## config.mk

```make
export PLATFORM = sky130hd
export DESIGN_NAME = lbvs_ram
export DESIGN_NICKNAME = d
export VERILOG_FILES = /design/src/lbvs_ram.sv
export SDC_FILE = /design/constraint.sdc
export NUM_CORES = 2
export LEC_CHECK = 0
export ABC_CLOCK_PERIOD_IN_PS = 9900
export BUFFER_PORTS_ARGS = -buffer_cell sky130_fd_sc_hd__buf_2
export CORE_MARGIN = 1.5
export CORE_UTILIZATION = 33
export CTS_CLUSTER_SIZE = 16
export DETAILED_ROUTE_END_ITERATION = 6
export RECOVER_POWER = 50
export SETUP_SLACK_MARGIN = 0.02
export SLEW_MARGIN = 20
export SYNTH_ARGS = -nofsm -noshare
export SYNTH_HDL_FRONTEND = slang
export SYNTH_SLANG_ARGS = --single-unit
```

## constraint.sdc

```tcl
create_clock -name clk -period 9.9 [get_ports clk]
set_input_delay 1.98 -clock clk [delete_from_list [all_inputs] [get_ports clk]]
set_output_delay 1.98 -clock clk [all_outputs]
set_load 0.03 [all_outputs]
```

## src/lbvs_ram.sv

```systemverilog
// One bank of the bone matrix store: one word of every bone.
// Single write port, single read port with registered data. No dependencies.
module lbvs_ram #(
  parameter int DEPTH = 128,
  parameter int AW    = 7
) (
  input  logic          clk,
  input  logic          we,
  input  logic [AW-1:0] waddr,
  input  logic [31:0]   wdata,
  input  logic          re,
  input  logic [AW-1:0] raddr,
  output logic [31:0]   rdata
);

  logic [31:0] mem [DEPTH];

  always_ff @(posedge clk) begin
    if (we) begin
      mem[waddr] <= wdata;
    end
  end

  always_ff @(posedge clk) begin
    if (re) begin
      rdata <= mem[raddr];
    end
  end

endmodule

```

# Word level (Yosys, flattened, before mapping)
# Memories as Yosys holds them, arrays and structs flattened. A register that Yosys moved wholly into a read port is not among the register bits.
# Index checks and enable logic that the tools add are counted.
dict set report classes {
  muxes 2
}
# cell count
set ops {}
lappend ops {{1-bit 2-to-1 mux} 2}
dict set report word_totals {
  register_bits 0
  mem_bits_rw 4096
  out_inout_bits 32
  word_cells 3
  n_memories 1
}
# memory words width rd rd_clocked_by_memory_dff write_ports line
set memory_table {}
lappend memory_table {mem 128 32 1 1 1 16} ;# logic [31:0] mem [DEPTH];

# Longest topological paths before layout
dict set report logic_depth {
  ltp_word 2
  depth_mapped 8
  mapped_depth_nobuf 4
}

# Worst setup path after synthesis
# Ideal clock, no wire load.
dict set report synth_timing {
  path_type {input to register}
  from {in we}
  to {mem mem[98][0] (enable)}
  setup_time_ps 461
  t_arrival_ps 4758
  required_ps 9439
  slack_ps 4681
  path_stages 3
  n_path_buf 1
  path_cell_list {clkbuf_1 > nand4_1 > nor3_1}
}
dict set report synth_between {
  elab_chain_cells 2
}
# element line
set synth_rtl {}
lappend synth_rtl {{from (decl)} 8} ;# input logic we,
lappend synth_rtl {{1-bit 2-to-1 mux} 19} ;# if (we) begin
lappend synth_rtl {{1-bit 2-to-1 mux (not written as such)} 20} ;# mem[waddr] <= wdata;
lappend synth_rtl {{to (decl)} 16}
# No other way between the ends.

# Worst setup path after layout
dict set report layout_timing {
  from {in wdata[2]}
  to {mem mem[42][2], data pin}
}
# element line
set layout_rtl {}
lappend layout_rtl {{from (decl)} 10} ;# input logic [31:0] wdata,
# No word-level cell before the write port.

==> flow_metrics.env <==
export IMPL_hold_viol_final=0
export IMPL_setup_viol=0
export IMPL_worstHoldPathCells=4
export IMPL_die_w_um=691.9
export IMPL_cts_setup_buffers=0
export IMPL_dp_hpwl_um=223300
export IMPL_crit_path_end_kind="flop"
export IMPL_most_common_layout_cells="4,128 x edfxtp_1, 1,344 x mux4_2, 409 x clkbuf_16"
export IMPL_clock_sinks=4128
export IMPL_max_freq_mhz=140.9
export IMPL_syn_avg_cell_area_um2=26.14
export IMPL_placementRows=252
export IMPL_vias=70440
export IMPL_grt_max_degree=142
export IMPL_crit_buf_inv=2
export IMPL_max_stage_delay_ns=2.87
export IMPL_htreeDepth=5
export IMPL_worstMarginPinSlew_ns=5.153
export IMPL_crit_path_start_kind="input port"
export IMPL_cts_root_buffer="clkbuf_16"
export IMPL_layout_min_cycle_time_ns=7.099
export IMPL_crit_path_frequent_cell="clkbuf_1"
export IMPL_drt_vias_per_instance=5.417
export IMPL_reg2reg_depth=4
export IMPL_portBuffers=80
export IMPL_start_util_pct=33.20
export IMPL_violations="max-capacitance violations, max-slew violations"
export IMPL_worst_slack_ns=2.801
export IMPL_p_leak_nw=53.41
export IMPL_crit_arrival_ns=7.38
export IMPL_required_ns=10.18
export IMPL_grt_use_total_pct=17.38
export IMPL_ir_drop_uv=161.5
export IMPL_cp_startpoint="wdata[2]"
export IMPL_syn_nets=6039
export IMPL_place_ws_ns=3.753
export IMPL_grt_pass1_wl_um=583000
export IMPL_crit_family="buffers and inverters"
export IMPL_place_congestion=0.7790
export IMPL_wl_um=424300
export IMPL_synth_seq_area_share_pct=79.16
export IMPL_final_common_cell="edfxtp_1"
export IMPL_setup_reg_to_reg_worst_slack_ns=7.04
export IMPL_ys_seq_elements=4128
export IMPL_synth_top_area_share_pct=79.16
export IMPL_yosysWarnings=0
export IMPL_cts_resized=0
export IMPL_grt_pass1_vias=71770
export IMPL_numCtsBuffers=401
export IMPL_die_y_um=691.9
export IMPL_yosys_area_top_type="edfxtp_1"
export IMPL_fin_nets=6419
export IMPL_tritoncts="done"
export IMPL_clock_latency_ns=0.95
export IMPL_skew_ns=0.05183
export IMPL_cts_hold_buf=0
export IMPL_path_depth=2
export IMPL_clk_path_buf_depth=4
export IMPL_setup_tns_final_ns=0
export IMPL_crit_chain="clkbuf_1 > clkbuf_1"
export IMPL_finalCritPeriodShare_pct=71.71
export IMPL_drive_gt1_share_pct=34.10
export IMPL_first_pass_iters=5
export IMPL_r2r_start="mem[90][24]$_DFFE_PP_"
export IMPL_syn_area_um2=156600
export IMPL_p_per_area_nw_per_um2=201.3
export IMPL_slew_headroom_pct=-243.5
export IMPL_io_pins=81
export IMPL_path_clk_slew_ns=0.06
export IMPL_crit_end="mem[42][2]$_DFFE_PP_"
export IMPL_ys_types=16
export IMPL_antenna_found_initial=64
export IMPL_run_status="complete, but fails checks"
export IMPL_die_area_um2=478700
export IMPL_avgRoutedWirePerCell_um=32.63
export IMPL_slowest_stage="clkbuf_1"
export IMPL_cp_max_fo=65
export IMPL_path_class="input port to flop"
export IMPL_ant_nets=0
export IMPL_hold_path_class="flop to flop"
export IMPL_drc=0
export IMPL_fp_coreArea_um2=471700
export IMPL_syn2layout_area_growth_pct=14.26
export IMPL_overflow=0
export IMPL_synth_area_top_cells="edfxtp_1 79%, mux4_2 19%, clkbuf_1 0.44%, nor2_1 0.29%, buf_2 0.25%"
export IMPL_drtIter0Drc=9737
export IMPL_slew_violations=4243
export IMPL_finalCoreUtilization_pct=37.93
export IMPL_rsz0062_at_grt="false"
export IMPL_synthesis_instances=5990
export IMPL_r2r_end="rdata[24]$_DFFE_PP_"
export IMPL_maxCapViolCount=67
## synthesized netlist by cell type, drive strengths merged
cell       n
mux2      32
nor2b      7
nor2     122
or3        1
clkbuf   182
nand2b     2
buf      134
mux4    1344
nand2     14
edfxtp  4128
nor3       9
nand3     12
nand4      3
## worst min-delay path by stage
stage / startpoint / endpoint
2_1_floorplan: mem[36][0]$_DFFE_PP_ / rdata[0]$_DFFE_PP_
3_3_place_gp: mem[90][4]$_DFFE_PP_ / rdata[4]$_DFFE_PP_
3_5_place_dp: mem[54][25]$_DFFE_PP_ / rdata[25]$_DFFE_PP_
4_1_cts: mem[94][4]$_DFFE_PP_ / rdata[4]$_DFFE_PP_
5_1_grt: mem[94][4]$_DFFE_PP_ / rdata[4]$_DFFE_PP_
6_report: mem[94][4]$_DFFE_PP_ / rdata[4]$_DFFE_PP_
## flip-flops by register name, summed over array words and instances (netlist names)
register / flops
mem: 4096
rdata: 32
## where the power goes
part / internal, W / leakage (nW) / switching [W] / total, W
Clock: 0.00826 / 6.12 / 0.00651 / 0.0148
Combinational: 0.000677 / 10.2 / 0.00115 / 0.00183
Sequential: 0.0194 / 37.1 / 0.0000576 / 0.0194
## cell families after synthesis
| group | Yosys count | synth area share [%] |
|---|---|---|
| flops | 4128 | 79.16 |
| mux | 1376 | 19.56 |
| buf+inv | 316 | 0.8373 |
| simple gates | 170 | 0.4450 |
## final cells by class
class / count / area [um2]
Fill cell: 41430 / 292800
Sequential cell: 4128 / 124000
Multi-Input combinational cell: 1546 / 32290
Clock buffer: 488 / 10530
Tap cell: 6223 / 7786
Timing Repair Buffer: 293 / 2177
Clock inverter: 240 / 1976
Antenna cell: 85 / 212.7
## layer usage
metal,vias up,wire (um),track usage (%)
met3,606,33460,2.806
met1,39380,164100,23.16
met4,20,15850,6.270
met2,3134,210800,28.88
li1,27300,-,-
met5,-,128,0
## per-stage QoR
stage	std cells	power, W	instance area, um2	hold slack (ns)
after detailed placement	12190	0.02162	166500	1.195
after global placement	12190	0.02158	166500	1.204
after CTS	12920	0.03621	179000	1.203
after global routing	12960	0.03693	178800	1.228
after floorplan	5990	0.02067	156600	1.149
final	13000	0.03602	178900	1.196
Note: power is estimated with default switching activity, not from simulation.
